--- src/sv/wo_pkg.sv ---
`timescale 1ns / 1ps
// ----------------------------------------------------------------------------
// wo_pkg
// Shared constants, tables and types of the wheel odometry integrator.
// ----------------------------------------------------------------------------
package wo_pkg;

    localparam int CORDIC_STEPS_DEF = 24;
    localparam int POS_FRAC_DEF     = 16;

    localparam logic signed [31:0] GAIN_INV    = 32'sd163008219;
    localparam logic [63:0]        RATE_TO_BAM = 64'd11468322295;

    localparam logic        DRIVE_MODE_RST = 1'b0;
    localparam logic [11:0] TRACK_RST      = 12'd1300;
    localparam logic [12:0] WHEELBASE_RST  = 13'd1765;
    localparam logic [6:0]  RATIO_RST      = 7'd18;

    localparam logic signed [23:0] YAW_MAX = 24'sh7FFFFF;
    localparam logic signed [23:0] YAW_MIN = 24'sh800000;

    localparam logic [31:0] ATAN_TAB [32] = '{
        32'h20000000, 32'h12E4051E, 32'h09FB385B, 32'h051111D4, 32'h028B0D43,
        32'h0145D7E1, 32'h00A2F61E, 32'h00517C55, 32'h0028BE53, 32'h00145F2F,
        32'h000A2F98, 32'h000517CC, 32'h00028BE6, 32'h000145F3, 32'h0000A2FA,
        32'h0000517D, 32'h000028BE, 32'h0000145F, 32'h00000A30, 32'h00000518,
        32'h0000028C, 32'h00000146, 32'h000000A3, 32'h00000051, 32'h00000029,
        32'h00000014, 32'h0000000A, 32'h00000005, 32'h00000003, 32'h00000001,
        32'h00000001, 32'h00000000
    };

    typedef enum logic [1:0] {
        REG_DRIVE_MODE = 2'd0,
        REG_TRACK      = 2'd1,
        REG_WHEELBASE  = 2'd2,
        REG_RATIO      = 2'd3
    } t_reg_idx;

    typedef struct packed {
        logic               done;
        logic signed [31:0] cos_v;
        logic signed [31:0] sin_v;
    } t_cordic_res;

endpackage

--- src/sv/wo_mul.sv ---
`timescale 1ns / 1ps
// ----------------------------------------------------------------------------
// wo_mul
// Shared shift-add multiplier, 64 x 64 unsigned, one bit of b per cycle.
// ----------------------------------------------------------------------------
module wo_mul (
    input  logic         i_clk,
    input  logic         i_rst_n,
    input  logic         i_start,
    input  logic [63:0]  i_a,
    input  logic [63:0]  i_b,
    output logic         o_done,
    output logic [127:0] o_prod
);
    logic         r_busy;
    logic         r_done;
    logic [5:0]   r_cnt;
    logic [63:0]  r_a;
    logic [63:0]  r_b;
    logic [127:0] r_acc;
    logic [64:0]  w_sum;

    assign w_sum = {1'b0, r_acc[127:64]} + (r_b[0] ? {1'b0, r_a} : 65'd0);

    always_ff @(posedge i_clk) begin
        if (!i_rst_n) begin
            r_busy <= 1'b0;
            r_done <= 1'b0;
            r_cnt  <= '0;
        end else begin
            r_done <= 1'b0;
            if (i_start) begin
                r_busy <= 1'b1;
                r_cnt  <= '0;
            end else if (r_busy) begin
                r_cnt <= r_cnt + 6'd1;
                if (r_cnt == 6'd63) begin
                    r_busy <= 1'b0;
                    r_done <= 1'b1;
                end
            end
        end
    end

    always_ff @(posedge i_clk) begin
        if (i_start) begin
            r_a   <= i_a;
            r_b   <= i_b;
            r_acc <= '0;
        end else if (r_busy) begin
            r_acc <= {w_sum, r_acc[63:1]};
            r_b   <= {1'b0, r_b[63:1]};
        end
    end

    assign o_done = r_done;
    assign o_prod = r_acc;
endmodule

--- src/sv/wo_div.sv ---
`timescale 1ns / 1ps
// ----------------------------------------------------------------------------
// wo_div
// Shared restoring divider, 64 / 64 unsigned, one quotient bit per cycle.
// ----------------------------------------------------------------------------
module wo_div (
    input  logic        i_clk,
    input  logic        i_rst_n,
    input  logic        i_start,
    input  logic [63:0] i_num,
    input  logic [63:0] i_den,
    output logic        o_done,
    output logic [63:0] o_quot
);
    logic        r_busy;
    logic        r_done;
    logic [5:0]  r_cnt;
    logic [63:0] r_num;
    logic [63:0] r_den;
    logic [63:0] r_rem;
    logic [63:0] r_quot;
    logic [64:0] w_sh;
    logic        w_ge;
    logic [64:0] w_diff;

    assign w_sh   = {r_rem, r_num[63]};
    assign w_ge   = (w_sh >= {1'b0, r_den});
    assign w_diff = w_sh - {1'b0, r_den};

    always_ff @(posedge i_clk) begin
        if (!i_rst_n) begin
            r_busy <= 1'b0;
            r_done <= 1'b0;
            r_cnt  <= '0;
        end else begin
            r_done <= 1'b0;
            if (i_start) begin
                r_busy <= 1'b1;
                r_cnt  <= '0;
            end else if (r_busy) begin
                r_cnt <= r_cnt + 6'd1;
                if (r_cnt == 6'd63) begin
                    r_busy <= 1'b0;
                    r_done <= 1'b1;
                end
            end
        end
    end

    always_ff @(posedge i_clk) begin
        if (i_start) begin
            r_num  <= i_num;
            r_den  <= i_den;
            r_rem  <= '0;
            r_quot <= '0;
        end else if (r_busy) begin
            r_num  <= {r_num[62:0], 1'b0};
            r_rem  <= w_ge ? w_diff[63:0] : w_sh[63:0];
            r_quot <= {r_quot[62:0], w_ge};
        end
    end

    assign o_done = r_done;
    assign o_quot = r_quot;
endmodule

--- src/sv/wo_cordic.sv ---
`timescale 1ns / 1ps
// ----------------------------------------------------------------------------
// wo_cordic
// Iterative rotation-mode CORDIC, one micro-rotation per cycle.
// ----------------------------------------------------------------------------
module wo_cordic #(
    parameter int STEPS = wo_pkg::CORDIC_STEPS_DEF
) (
    input  logic                i_clk,
    input  logic                i_rst_n,
    input  logic                i_start,
    input  logic [31:0]         i_angle,
    output wo_pkg::t_cordic_res o_res
);
    import wo_pkg::*;

    localparam int CW = $clog2(STEPS);

    logic               r_busy;
    logic               r_done;
    logic [CW-1:0]      r_i;
    logic signed [31:0] r_x;
    logic signed [31:0] r_y;
    logic signed [33:0] r_z;
    logic               w_fold;
    logic [31:0]        w_ang;
    logic signed [33:0] w_atan;

    assign w_fold = (i_angle[31:30] == 2'b01) || (i_angle[31:30] == 2'b10);
    assign w_ang  = w_fold ? (i_angle ^ 32'h8000_0000) : i_angle;
    assign w_atan = $signed({2'b00, ATAN_TAB[5'(r_i)]});

    always_ff @(posedge i_clk) begin
        if (!i_rst_n) begin
            r_busy <= 1'b0;
            r_done <= 1'b0;
            r_i    <= '0;
        end else begin
            r_done <= 1'b0;
            if (i_start) begin
                r_busy <= 1'b1;
                r_i    <= '0;
            end else if (r_busy) begin
                r_i <= r_i + 1'b1;
                if (r_i == CW'(STEPS - 1)) begin
                    r_busy <= 1'b0;
                    r_done <= 1'b1;
                end
            end
        end
    end

    always_ff @(posedge i_clk) begin
        if (i_start) begin
            r_x <= w_fold ? -GAIN_INV : GAIN_INV;
            r_y <= '0;
            r_z <= $signed({{2{w_ang[31]}}, w_ang});
        end else if (r_busy) begin
            if (!r_z[33]) begin
                r_x <= r_x - (r_y >>> r_i);
                r_y <= r_y + (r_x >>> r_i);
                r_z <= r_z - w_atan;
            end else begin
                r_x <= r_x + (r_y >>> r_i);
                r_y <= r_y - (r_x >>> r_i);
                r_z <= r_z + w_atan;
            end
        end
    end

    assign o_res.done  = r_done;
    assign o_res.cos_v = r_x;
    assign o_res.sin_v = r_y;
endmodule

--- src/sv/wheel_odometry_integrator_core.sv ---
`timescale 1ns / 1ps
// ----------------------------------------------------------------------------
// wheel_odometry_integrator_core
// Dead-reckoning pose integrator with differential or Ackermann kinematics.
// ----------------------------------------------------------------------------
// The input channel takes one word per sample or set-position command,
// accepted when i_in_valid is high and o_in_stall is low. A sample yields
// one pose word on the output channel, a set command yields none and the
// block stays idle. A sample runs through a sequencer that shares one
// 64-bit shift-add multiplier, one 64-bit restoring divider and one
// CORDIC. o_in_stall is high while a sample is in work. The pose sits in
// an output register; when the receiver stalls, the next sample may be
// taken and worked, and it waits at the end until the output register is
// free. Reset clears the pose, heading and previous timestamp and loads the
// register defaults. Registers are written through the APB port; the user
// must write them only while the block is idle, which the block itself
// does not enforce.
// ----------------------------------------------------------------------------
module wheel_odometry_integrator_core #(
    parameter int CORDIC_STEPS           = wo_pkg::CORDIC_STEPS_DEF,
    parameter int POSITION_FRACTION_BITS = wo_pkg::POS_FRAC_DEF
) (
    input  logic               i_clk,
    input  logic               i_rst_n,
    input  logic               i_in_valid,
    output logic               o_in_stall,
    input  logic               i_command,
    input  logic signed [15:0] i_speed_right,
    input  logic signed [15:0] i_speed_left,
    input  logic signed [15:0] i_steer_angle,
    input  logic [31:0]        i_timestamp_us,
    input  logic signed [15:0] i_preset_x_m,
    input  logic signed [15:0] i_preset_y_m,
    output logic               o_out_valid,
    input  logic               i_out_stall,
    output logic signed [31:0] o_pose_x,
    output logic signed [31:0] o_pose_y,
    output logic [31:0]        o_heading,
    output logic signed [15:0] o_linear_speed,
    output logic signed [23:0] o_yaw_rate,
    output logic [31:0]        o_stamp_out,
    output logic               o_mode_used,
    input  logic               psel,
    input  logic               penable,
    input  logic               pwrite,
    input  logic [3:0]         paddr,
    input  logic [31:0]        pwdata,
    output logic [31:0]        prdata,
    output logic               pready
);
    import wo_pkg::*;

    localparam logic [63:0] POS_DEN  = (64'd1000000 << 22) >> POSITION_FRACTION_BITS;
    localparam logic [63:0] POS_HALF = POS_DEN >> 1;

    // reciprocal of the position divisor, exact for numerators below 2^62
    localparam int           POS_K     = 62 + $clog2(POS_DEN);
    localparam logic [127:0] POS_RCP_W = ((128'd1 << POS_K) + {64'd0, POS_DEN} - 128'd1)
                                         / {64'd0, POS_DEN};
    localparam logic [63:0]  POS_RECIP = POS_RCP_W[63:0];

    typedef enum logic [14:0] {
        ST_IDLE = 15'b000000000000001,
        ST_YMD  = 15'b000000000000010,
        ST_PDIV = 15'b000000000000100,
        ST_COR1 = 15'b000000000001000,
        ST_AM1  = 15'b000000000010000,
        ST_AM2  = 15'b000000000100000,
        ST_AM3  = 15'b000000001000000,
        ST_YDIV = 15'b000000010000000,
        ST_HM1  = 15'b000000100000000,
        ST_HM2  = 15'b000001000000000,
        ST_COR2 = 15'b000010000000000,
        ST_MX   = 15'b000100000000000,
        ST_MXT  = 15'b001000000000000,
        ST_DPOS = 15'b010000000000000,
        ST_OUT  = 15'b100000000000000
    } t_state;

    function automatic logic signed [23:0] sat_yaw(input logic [63:0] q, input logic neg);
        logic signed [23:0] res;
        if (neg) begin
            res = (q > 64'd8388608) ? YAW_MIN : -$signed(q[23:0]);
        end else begin
            res = (q > 64'd8388607) ? YAW_MAX : $signed(q[23:0]);
        end
        return res;
    endfunction

    t_state             r_state, n_state;
    logic               r_launched, n_launched;
    logic signed [15:0] r_sr, n_sr;
    logic signed [15:0] r_sl, n_sl;
    logic signed [15:0] r_steer, n_steer;
    logic [31:0]        r_ts, n_ts;
    logic [31:0]        r_dt, n_dt;
    logic [31:0]        r_prev, n_prev;
    logic [31:0]        r_pos_x, n_pos_x;
    logic [31:0]        r_pos_y, n_pos_y;
    logic [31:0]        r_head, n_head;
    logic [31:0]        r_mid, n_mid;
    logic [63:0]        r_num, n_num;
    logic               r_num_neg, n_num_neg;
    logic [63:0]        r_den, n_den;
    logic               r_den_neg, n_den_neg;
    logic [63:0]        r_prod, n_prod;
    logic signed [23:0] r_yaw, n_yaw;
    logic signed [63:0] r_m, n_m;
    logic               r_axis, n_axis;
    logic               r_mode, n_mode;

    logic               r_out_valid, n_out_valid;
    logic [31:0]        r_out_x, n_out_x;
    logic [31:0]        r_out_y, n_out_y;
    logic [31:0]        r_out_head, n_out_head;
    logic [15:0]        r_out_lin, n_out_lin;
    logic [23:0]        r_out_yaw, n_out_yaw;
    logic [31:0]        r_out_ts, n_out_ts;
    logic               r_out_mode, n_out_mode;

    logic               r_drive_mode;
    logic [11:0]        r_track;
    logic [12:0]        r_wheelbase;
    logic [6:0]         r_ratio;

    logic               mul_start;
    logic [63:0]        mul_a;
    logic [63:0]        mul_b;
    logic               mul_done;
    logic [127:0]       mul_prod;
    logic               div_start;
    logic [63:0]        div_num;
    logic [63:0]        div_den;
    logic               div_done;
    logic [63:0]        div_quot;
    logic               cor_start;
    logic [31:0]        cor_angle;
    t_cordic_res        cor_res;

    logic signed [16:0] w_vsum;
    logic signed [16:0] w_diff;
    logic [16:0]        w_vmag;
    logic [16:0]        w_dmag;
    logic [16:0]        w_smag17;
    logic [31:0]        w_cmag;
    logic [31:0]        w_snmag;
    logic [6:0]         w_ratio;
    logic [20:0]        w_dd;
    logic [23:0]        w_yawmag;
    logic [63:0]        w_mmag;

    assign w_vsum   = 17'(r_sr) + 17'(r_sl);
    assign w_diff   = 17'(r_sr) - 17'(r_sl);
    assign w_vmag   = w_vsum[16] ? 17'(-w_vsum) : 17'(w_vsum);
    assign w_dmag   = w_diff[16] ? 17'(-w_diff) : 17'(w_diff);
    assign w_smag17 = r_steer[15] ? 17'(-17'(r_steer)) : 17'(r_steer);
    assign w_cmag   = cor_res.cos_v[31] ? 32'(-cor_res.cos_v) : 32'(cor_res.cos_v);
    assign w_snmag  = cor_res.sin_v[31] ? 32'(-cor_res.sin_v) : 32'(cor_res.sin_v);
    assign w_ratio  = (r_ratio == 7'd0) ? 7'd1 : r_ratio;
    assign w_dd     = 21'(w_ratio) * 21'd11520;
    assign w_yawmag = r_yaw[23] ? 24'(-r_yaw) : 24'(r_yaw);
    assign w_mmag   = r_m[63] ? 64'(-r_m) : 64'(r_m);

    wo_mul u_mul (
        .i_clk   (i_clk),
        .i_rst_n (i_rst_n),
        .i_start (mul_start),
        .i_a     (mul_a),
        .i_b     (mul_b),
        .o_done  (mul_done),
        .o_prod  (mul_prod)
    );

    wo_div u_div (
        .i_clk   (i_clk),
        .i_rst_n (i_rst_n),
        .i_start (div_start),
        .i_num   (div_num),
        .i_den   (div_den),
        .o_done  (div_done),
        .o_quot  (div_quot)
    );

    wo_cordic #(
        .STEPS (CORDIC_STEPS)
    ) u_cordic (
        .i_clk   (i_clk),
        .i_rst_n (i_rst_n),
        .i_start (cor_start),
        .i_angle (cor_angle),
        .o_res   (cor_res)
    );

    // register file
    always_ff @(posedge i_clk) begin
        if (!i_rst_n) begin
            r_drive_mode <= DRIVE_MODE_RST;
            r_track      <= TRACK_RST;
            r_wheelbase  <= WHEELBASE_RST;
            r_ratio      <= RATIO_RST;
        end else if (psel && penable && pwrite) begin
            unique case (t_reg_idx'(paddr[3:2]))
                REG_DRIVE_MODE: r_drive_mode <= pwdata[0];
                REG_TRACK:      r_track      <= pwdata[11:0];
                REG_WHEELBASE:  r_wheelbase  <= pwdata[12:0];
                REG_RATIO:      r_ratio      <= pwdata[6:0];
            endcase
        end
    end

    always_comb begin
        unique case (t_reg_idx'(paddr[3:2]))
            REG_DRIVE_MODE: prdata = {31'd0, r_drive_mode};
            REG_TRACK:      prdata = {20'd0, r_track};
            REG_WHEELBASE:  prdata = {19'd0, r_wheelbase};
            REG_RATIO:      prdata = {25'd0, r_ratio};
        endcase
    end

    assign pready = 1'b1;

    // sequencer
    always_comb begin
        logic [44:0]        t45;
        logic [32:0]        r33;
        logic [32:0]        d33;
        logic [63:0]        ps;
        logic [63:0]        ts64;
        logic [31:0]        delta;
        logic               numnz;
        logic               mneg;
        logic [31:0]        qa32;
        logic [127:0]       pq;

        t45   = '0;
        r33   = '0;
        d33   = '0;
        ps    = '0;
        ts64  = '0;
        delta = '0;
        numnz = (r_num != 64'd0);
        mneg  = 1'b0;
        qa32  = '0;
        pq    = '0;

        n_state     = r_state;
        n_launched  = r_launched;
        n_sr        = r_sr;
        n_sl        = r_sl;
        n_steer     = r_steer;
        n_ts        = r_ts;
        n_dt        = r_dt;
        n_prev      = r_prev;
        n_pos_x     = r_pos_x;
        n_pos_y     = r_pos_y;
        n_head      = r_head;
        n_mid       = r_mid;
        n_num       = r_num;
        n_num_neg   = r_num_neg;
        n_den       = r_den;
        n_den_neg   = r_den_neg;
        n_prod      = r_prod;
        n_yaw       = r_yaw;
        n_m         = r_m;
        n_axis      = r_axis;
        n_mode      = r_mode;
        n_out_valid = r_out_valid;
        n_out_x     = r_out_x;
        n_out_y     = r_out_y;
        n_out_head  = r_out_head;
        n_out_lin   = r_out_lin;
        n_out_yaw   = r_out_yaw;
        n_out_ts    = r_out_ts;
        n_out_mode  = r_out_mode;

        mul_start = 1'b0;
        mul_a     = '0;
        mul_b     = '0;
        div_start = 1'b0;
        div_num   = '0;
        div_den   = 64'd1;
        cor_start = 1'b0;
        cor_angle = r_mid;

        if (r_out_valid && !i_out_stall) begin
            n_out_valid = 1'b0;
        end

        unique case (r_state)
            ST_IDLE: begin
                if (i_in_valid) begin
                    if (i_command) begin
                        n_pos_x = {{16{i_preset_x_m[15]}}, i_preset_x_m}
                                  << POSITION_FRACTION_BITS;
                        n_pos_y = {{16{i_preset_y_m[15]}}, i_preset_y_m}
                                  << POSITION_FRACTION_BITS;
                    end else begin
                        n_sr       = i_speed_right;
                        n_sl       = i_speed_left;
                        n_steer    = i_steer_angle;
                        n_ts       = i_timestamp_us;
                        n_dt       = i_timestamp_us - r_prev;
                        n_prev     = i_timestamp_us;
                        n_mode     = r_drive_mode;
                        n_launched = 1'b0;
                        n_state    = r_drive_mode ? ST_PDIV : ST_YMD;
                    end
                end
            end
            ST_YMD: begin
                mul_a = 64'(w_dmag);
                mul_b = 64'd256000;
                if (!r_launched) begin
                    mul_start  = 1'b1;
                    n_launched = 1'b1;
                end else if (mul_done) begin
                    n_num      = mul_prod[63:0];
                    n_num_neg  = w_diff[16];
                    n_den      = 64'(r_track);
                    n_den_neg  = 1'b0;
                    n_launched = 1'b0;
                    n_state    = ST_YDIV;
                end
            end
            ST_PDIV: begin
                div_num = {15'd0, w_smag17, 32'd0} + 64'(w_dd >> 1);
                div_den = 64'(w_dd);
                if (!r_launched) begin
                    div_start  = 1'b1;
                    n_launched = 1'b1;
                end else if (div_done) begin
                    qa32       = div_quot[31:0];
                    n_mid      = r_steer[15] ? -qa32 : qa32;
                    n_launched = 1'b0;
                    n_state    = ST_COR1;
                end
            end
            ST_COR1: begin
                if (!r_launched) begin
                    cor_start  = 1'b1;
                    n_launched = 1'b1;
                end else if (cor_res.done) begin
                    n_launched = 1'b0;
                    n_state    = ST_AM1;
                end
            end
            ST_AM1: begin
                mul_a = 64'(w_vmag);
                mul_b = 64'd128000;
                if (!r_launched) begin
                    mul_start  = 1'b1;
                    n_launched = 1'b1;
                end else if (mul_done) begin
                    n_prod     = mul_prod[63:0];
                    n_launched = 1'b0;
                    n_state    = ST_AM2;
                end
            end
            ST_AM2: begin
                mul_a = r_prod;
                mul_b = 64'(w_snmag);
                if (!r_launched) begin
                    mul_start  = 1'b1;
                    n_launched = 1'b1;
                end else if (mul_done) begin
                    n_num      = mul_prod[63:0];
                    n_num_neg  = w_vsum[16] ^ cor_res.sin_v[31];
                    n_launched = 1'b0;
                    n_state    = ST_AM3;
                end
            end
            ST_AM3: begin
                mul_a = 64'(r_wheelbase);
                mul_b = 64'(w_cmag);
                if (!r_launched) begin
                    mul_start  = 1'b1;
                    n_launched = 1'b1;
                end else if (mul_done) begin
                    n_den      = mul_prod[63:0];
                    n_den_neg  = cor_res.cos_v[31];
                    n_launched = 1'b0;
                    n_state    = ST_YDIV;
                end
            end
            ST_YDIV: begin
                div_num = r_num + (r_den >> 1);
                div_den = r_den;
                if (r_den == 64'd0) begin
                    n_yaw   = !numnz ? 24'sd0 : (r_num_neg ? YAW_MIN : YAW_MAX);
                    n_state = ST_HM1;
                end else if (!r_launched) begin
                    div_start  = 1'b1;
                    n_launched = 1'b1;
                end else if (div_done) begin
                    n_yaw      = sat_yaw(div_quot, (r_num_neg && numnz) ^ r_den_neg);
                    n_launched = 1'b0;
                    n_state    = ST_HM1;
                end
            end
            ST_HM1: begin
                mul_a = 64'(w_yawmag);
                mul_b = 64'(r_dt);
                if (!r_launched) begin
                    mul_start  = 1'b1;
                    n_launched = 1'b1;
                end else if (mul_done) begin
                    n_prod     = mul_prod[63:0];
                    n_launched = 1'b0;
                    n_state    = ST_HM2;
                end
            end
            ST_HM2: begin
                mul_a = r_prod;
                mul_b = RATE_TO_BAM;
                if (!r_launched) begin
                    mul_start  = 1'b1;
                    n_launched = 1'b1;
                end else if (mul_done) begin
                    t45        = mul_prod[72:28] + 45'd2048;
                    r33        = t45[44:12];
                    d33        = r_yaw[23] ? -r33 : r33;
                    n_mid      = r_head + d33[32:1];
                    n_head     = r_head + d33[31:0];
                    n_launched = 1'b0;
                    n_state    = ST_COR2;
                end
            end
            ST_COR2: begin
                if (!r_launched) begin
                    cor_start  = 1'b1;
                    n_launched = 1'b1;
                end else if (cor_res.done) begin
                    n_axis     = 1'b0;
                    n_launched = 1'b0;
                    n_state    = ST_MX;
                end
            end
            ST_MX: begin
                mul_a = 64'(w_vmag);
                mul_b = r_axis ? 64'(w_snmag) : 64'(w_cmag);
                if (!r_launched) begin
                    mul_start  = 1'b1;
                    n_launched = 1'b1;
                end else if (mul_done) begin
                    mneg       = w_vsum[16] ^ (r_axis ? cor_res.sin_v[31]
                                                      : cor_res.cos_v[31]);
                    ps         = mneg ? -mul_prod[63:0] : mul_prod[63:0];
                    ts64       = ps + 64'd16384;
                    n_m        = $signed(ts64) >>> 15;
                    n_launched = 1'b0;
                    n_state    = ST_MXT;
                end
            end
            ST_MXT: begin
                mul_a = w_mmag;
                mul_b = 64'(r_dt);
                if (!r_launched) begin
                    mul_start  = 1'b1;
                    n_launched = 1'b1;
                end else if (mul_done) begin
                    n_prod     = mul_prod[63:0];
                    n_launched = 1'b0;
                    n_state    = ST_DPOS;
                end
            end
            ST_DPOS: begin
                mul_a = r_prod + POS_HALF;
                mul_b = POS_RECIP;
                if (!r_launched) begin
                    mul_start  = 1'b1;
                    n_launched = 1'b1;
                end else if (mul_done) begin
                    pq         = mul_prod >> POS_K;
                    delta      = r_m[63] ? -pq[31:0] : pq[31:0];
                    n_launched = 1'b0;
                    if (r_axis) begin
                        n_pos_y = r_pos_y + delta;
                        n_state = ST_OUT;
                    end else begin
                        n_pos_x = r_pos_x + delta;
                        n_axis  = 1'b1;
                        n_state = ST_MX;
                    end
                end
            end
            ST_OUT: begin
                if (!r_out_valid || !i_out_stall) begin
                    n_out_valid = 1'b1;
                    n_out_x     = r_pos_x;
                    n_out_y     = r_pos_y;
                    n_out_head  = r_head;
                    n_out_lin   = w_vsum[16:1];
                    n_out_yaw   = r_yaw;
                    n_out_ts    = r_ts;
                    n_out_mode  = r_mode;
                    n_state     = ST_IDLE;
                end
            end
            default: n_state = ST_IDLE;
        endcase
    end

    always_ff @(posedge i_clk) begin
        if (!i_rst_n) begin
            r_state     <= ST_IDLE;
            r_launched  <= 1'b0;
            r_out_valid <= 1'b0;
            r_prev      <= '0;
            r_pos_x     <= '0;
            r_pos_y     <= '0;
            r_head      <= '0;
        end else begin
            r_state     <= n_state;
            r_launched  <= n_launched;
            r_out_valid <= n_out_valid;
            r_prev      <= n_prev;
            r_pos_x     <= n_pos_x;
            r_pos_y     <= n_pos_y;
            r_head      <= n_head;
        end
    end

    always_ff @(posedge i_clk) begin
        r_sr       <= n_sr;
        r_sl       <= n_sl;
        r_steer    <= n_steer;
        r_ts       <= n_ts;
        r_dt       <= n_dt;
        r_mid      <= n_mid;
        r_num      <= n_num;
        r_num_neg  <= n_num_neg;
        r_den      <= n_den;
        r_den_neg  <= n_den_neg;
        r_prod     <= n_prod;
        r_yaw      <= n_yaw;
        r_m        <= n_m;
        r_axis     <= n_axis;
        r_mode     <= n_mode;
        r_out_x    <= n_out_x;
        r_out_y    <= n_out_y;
        r_out_head <= n_out_head;
        r_out_lin  <= n_out_lin;
        r_out_yaw  <= n_out_yaw;
        r_out_ts   <= n_out_ts;
        r_out_mode <= n_out_mode;
    end

    assign o_in_stall     = (r_state != ST_IDLE);
    assign o_out_valid    = r_out_valid;
    assign o_pose_x       = r_out_x;
    assign o_pose_y       = r_out_y;
    assign o_heading      = r_out_head;
    assign o_linear_speed = r_out_lin;
    assign o_yaw_rate     = r_out_yaw;
    assign o_stamp_out    = r_out_ts;
    assign o_mode_used    = r_out_mode;
endmodule
--- config.mk ---
export PLATFORM = sky130hd
export DESIGN_NAME = wheel_odometry_integrator_core
export DESIGN_NICKNAME = d
export VERILOG_FILES = /design/src/sv/wo_pkg.sv /design/src/sv/wo_mul.sv /design/src/sv/wo_div.sv /design/src/sv/wo_cordic.sv /design/src/sv/wheel_odometry_integrator_core.sv
export SDC_FILE = /design/constraint.sdc
export NUM_CORES = 2
export LEC_CHECK = 0
export BUFFER_PORTS_ARGS = -buffer_cell sky130_fd_sc_hd__buf_2
export CELL_PAD_IN_SITES_DETAIL_PLACEMENT = 0
export CELL_PAD_IN_SITES_GLOBAL_PLACEMENT = 2
export CORE_ASPECT_RATIO = 0.5
export CORE_MARGIN = 2
export CORE_UTILIZATION = 44
export DETAILED_ROUTE_END_ITERATION = 6
export MAX_ROUTING_LAYER = met4
export PLACE_DENSITY_LB_ADDON = 0.1
export SLEW_MARGIN = 20
export SYNTH_ARGS = -nofsm -noshare
export SYNTH_HDL_FRONTEND = slang
export SYNTH_SLANG_ARGS = --single-unit
--- constraint.sdc ---
create_clock -name i_clk -period 19.9 [get_ports i_clk]
set_clock_uncertainty 0.05 [all_clocks]
set_input_delay 0 -clock i_clk [delete_from_list [all_inputs] [get_ports i_clk]]
set_output_delay 0 -clock i_clk [all_outputs]
set_load 0.005 [all_outputs]
==> results.cfg <==
[run_status]
outcome = finished, final reports clean

[global_route]
grt_usage_pct = 30.0
grt-ovfl-total = 0
grt_max_degree = 115
grt_pass1_vias = 75500
grt_pass1_wl_um = 488000
antenna_found_initial = 15

[clocking]
holdBufCountCts = 248
cts_tree = yes
path_clk_slew_ns = 0.07
cts_resized = 0
clock-sinks = 1392
cts_made_buffers = 150
clk_path_buf_depth = 4
postCtsSetupBuffers = 0
cts_root_buffer = clkbuf_16
htreeDepth = 4
clock_latency_ns = 0.84

[yosys]
synth_area_leaders = edfxtp_1 29%, dfxtp_1 10%, ha_1 6.9%
synth_flop_cell = edfxtp_1
ys_top_cells_by_count = 952 x nand2_1, 946 x nor2_1, 903 x edfxtp_1, 893 x a21oi_1, 741 x o21ai_0
synthCells = 10400
async_flop_share_pct = 0
ys_seq_elements = 1392
synth.largest_area_cell = edfxtp_1
yosysSeqAreaShare_pct = 39.2
synth_warnings = 0
synthDistinctLibCells = 105
avgSynthCellArea_um2 = 9.10
yosysTopAreaCellShare_pct = 28.8
synth.most_common_cell = nand2_1
synth-edff-count = 903
netlist_area_mm2 = 0.0942

[sta]
setup_violations = 0
drv_slew = 0
setup_tns_ns = 0
hold_viol_final = 0
timing.hold.ws_ns = 0.0410
relSlewSlack_pct = 19.3
fin_crit_ns = 7.65
fin_crit_sh_pct = 38.4
clock.fmax_mhz = 131
rsz0062_at_grt = no
tightest_slew_ns = 1.21

[floorplanning]
die_area_mm2 = 0.218
start_util_pct = 44.1
die_h_um = 331
ios = 360
fp.dieW_um = 658
rows = 120
coreArea_mm2 = 0.214

[critical_path]
arrival_ns = 8.35
cp.required_ns = 20.60
start_kind = flip-flop
path_max_fanout = 89
worst_setup_path_end_kind = flip-flop
worstSetupPathType = reg2reg

[route]
finalWirelength_um = 329000
wl_per_cell_um = 24.2
drcViolationCount = 0
ant_nets = 0
drt_iter0_drc = 7944
firstDrtPassIters = 6
routed_via_density = 5.93
vias = 80600

[power_and_ir_drop]
vdd_ir_drop_max_mv = 0.0631
pwr_density_cell_mw_per_mm2 = 92.9
p_leak_nw = 41.3

[final_layout]
final_nets = 11300
drive_above_1_share_pct = 8.93
syn_to_final_growth_pct = 12.2
final_cells = 13600
fillers = 20400

[placed_design]
port_buffers = 318
hpwl_um = 240000
place_inst = 13100
gp_congestion = 0.951

[hold_path]
hp-class = in2reg

[flow_run]
maxCapViolCount = 0
[area by class of cell]
type | instances | area, um^2 | area share [%]
Multi-Input combinational cell | 8019 | 53800 | 50.9
Inverter | 347 | 1320 | 1.25
Timing Repair Buffer | 707 | 5130 | 4.85
Antenna cell | 5 | 12.5 | 0.0118
Tap cell | 2867 | 3590 | 3.39
Clock buffer | 179 | 4000 | 3.78
Sequential cell | 1392 | 36900 | 34.9
Clock inverter | 85 | 948 | 0.897
[layer usage]
| metal | routed length (um) | GRT usage (%) |
|---|---|---|
| met1 | 156000 | 43.2 |
| met2 | 141000 | 44.3 |
| met3 | 23600 | 4.37 |
| met4 | 8830 | 7.27 |
| met5 | 0 | - |
[cells by family (layout without fill, tap and decap cells)]
logic type      count (synthesis)  after routing  share of synthesized area (%)
buf+inv                       962           1318                           4.05
fa+ha+maj                     545            545                           7.40
xor+xnor                      912            912                           8.48
compound gates               2799           2799                           18.3
flops                        1392           1392                           39.2
other cells                     2             25                        0.00797
mux                           427            427                           5.69
simple gates                 3316           3316                           16.9
[per-stage QoR]
step	area (um^2)	util [%]	worst slack, ns	total power [mW]
2_1_floorplan	94300	-	9.57	5.96
3_3_place_gp	98300	46.0	12.29	6.82
3_5_place_dp	98300	46.0	12.29	6.82
4_1_cts	106000	49.5	12.24	9.85
5_1_grt	106000	49.5	11.71	10.4
6_report	106000	49.5	12.25	9.82
[path summary, 6_finish.rpt]
kind,startpoint,endpoint,slack [ns],cells after the start
worst min register to register,r_ts[19],o_stamp_out[19],0.37,0
worst max-delay path,u_cordic.r_i[2],u_cordic.r_y[31],12.25,25
worst min-delay path,pwdata[2],r_ratio[2],0.04,4
worst max register to register,u_cordic.r_i[2],u_cordic.r_y[31],12.25,25
[flip-flops by register name, indices dropped and copies added, names as in the netlist, 34 cells and up]
name          flops
u_mul.o_prod    128
u_div.r_den      64
u_cordic.r_z     34
r_prod           64
u_div.o_quot     64
u_mul.r_b        63
u_div.r_rem      64
r_den            64
r_m              49
r_num            64
u_div.r_num      64
u_mul.r_a        64
[cells in the final DEF, fill, tap and decap left out, drive strengths merged, types with 96 or more instances in the layout]
cell type / Yosys / layout
nand4: 105 / 105
nand2b: 97 / 97
edfxtp: 903 / 903
dfxtp: 489 / 489
a21oi: 893 / 893
xnor2: 586 / 586
inv: 343 / 355
o21ai: 748 / 748
nand2: 952 / 952
dlygate4sd3: 0 / 248
or3: 96 / 96
ha: 523 / 523
buf: 144 / 459
nor2b: 102 / 102
a21o: 235 / 235
nand3: 225 / 225
mux2i: 308 / 308
and2: 207 / 207
nor2: 950 / 950
nor4: 112 / 112
a31oi: 125 / 125
xor2: 326 / 326
clkbuf: 471 / 179
o31ai: 100 / 100
nor3: 173 / 173
[worst max-delay path, stage by stage (launching register included)]
cell	delay, ns
dfxtp_4	0.68
buf_4	0.89
or2_2	0.32
nor2_1	0.23
a32o_1	0.35
a2111o_1	0.47
or4b_4	0.59
nor2_4	0.23
and2_4	0.19
inv_2	0.03
or4_4	0.45
inv_1	0.10
nor2_1	0.05
xor2_1	0.17
ha_1	0.34
a21o_1	0.21
a21o_1	0.19
or3_1	0.36
or3_1	0.36
o21ai_0	0.32
o21ai_0	0.22
a31oi_1	0.24
xnor2_1	0.14
nand2_1	0.09
xor2_1	0.18
nor2_1	0.10
[power breakdown]
part / internal (mW) / switching, mW
clock network: 1.68 / 1.28
registers: 3.40 / 0.256
logic: 1.23 / 1.97
total: 6.31 / 3.51
(Power assumes the default switching activity.)
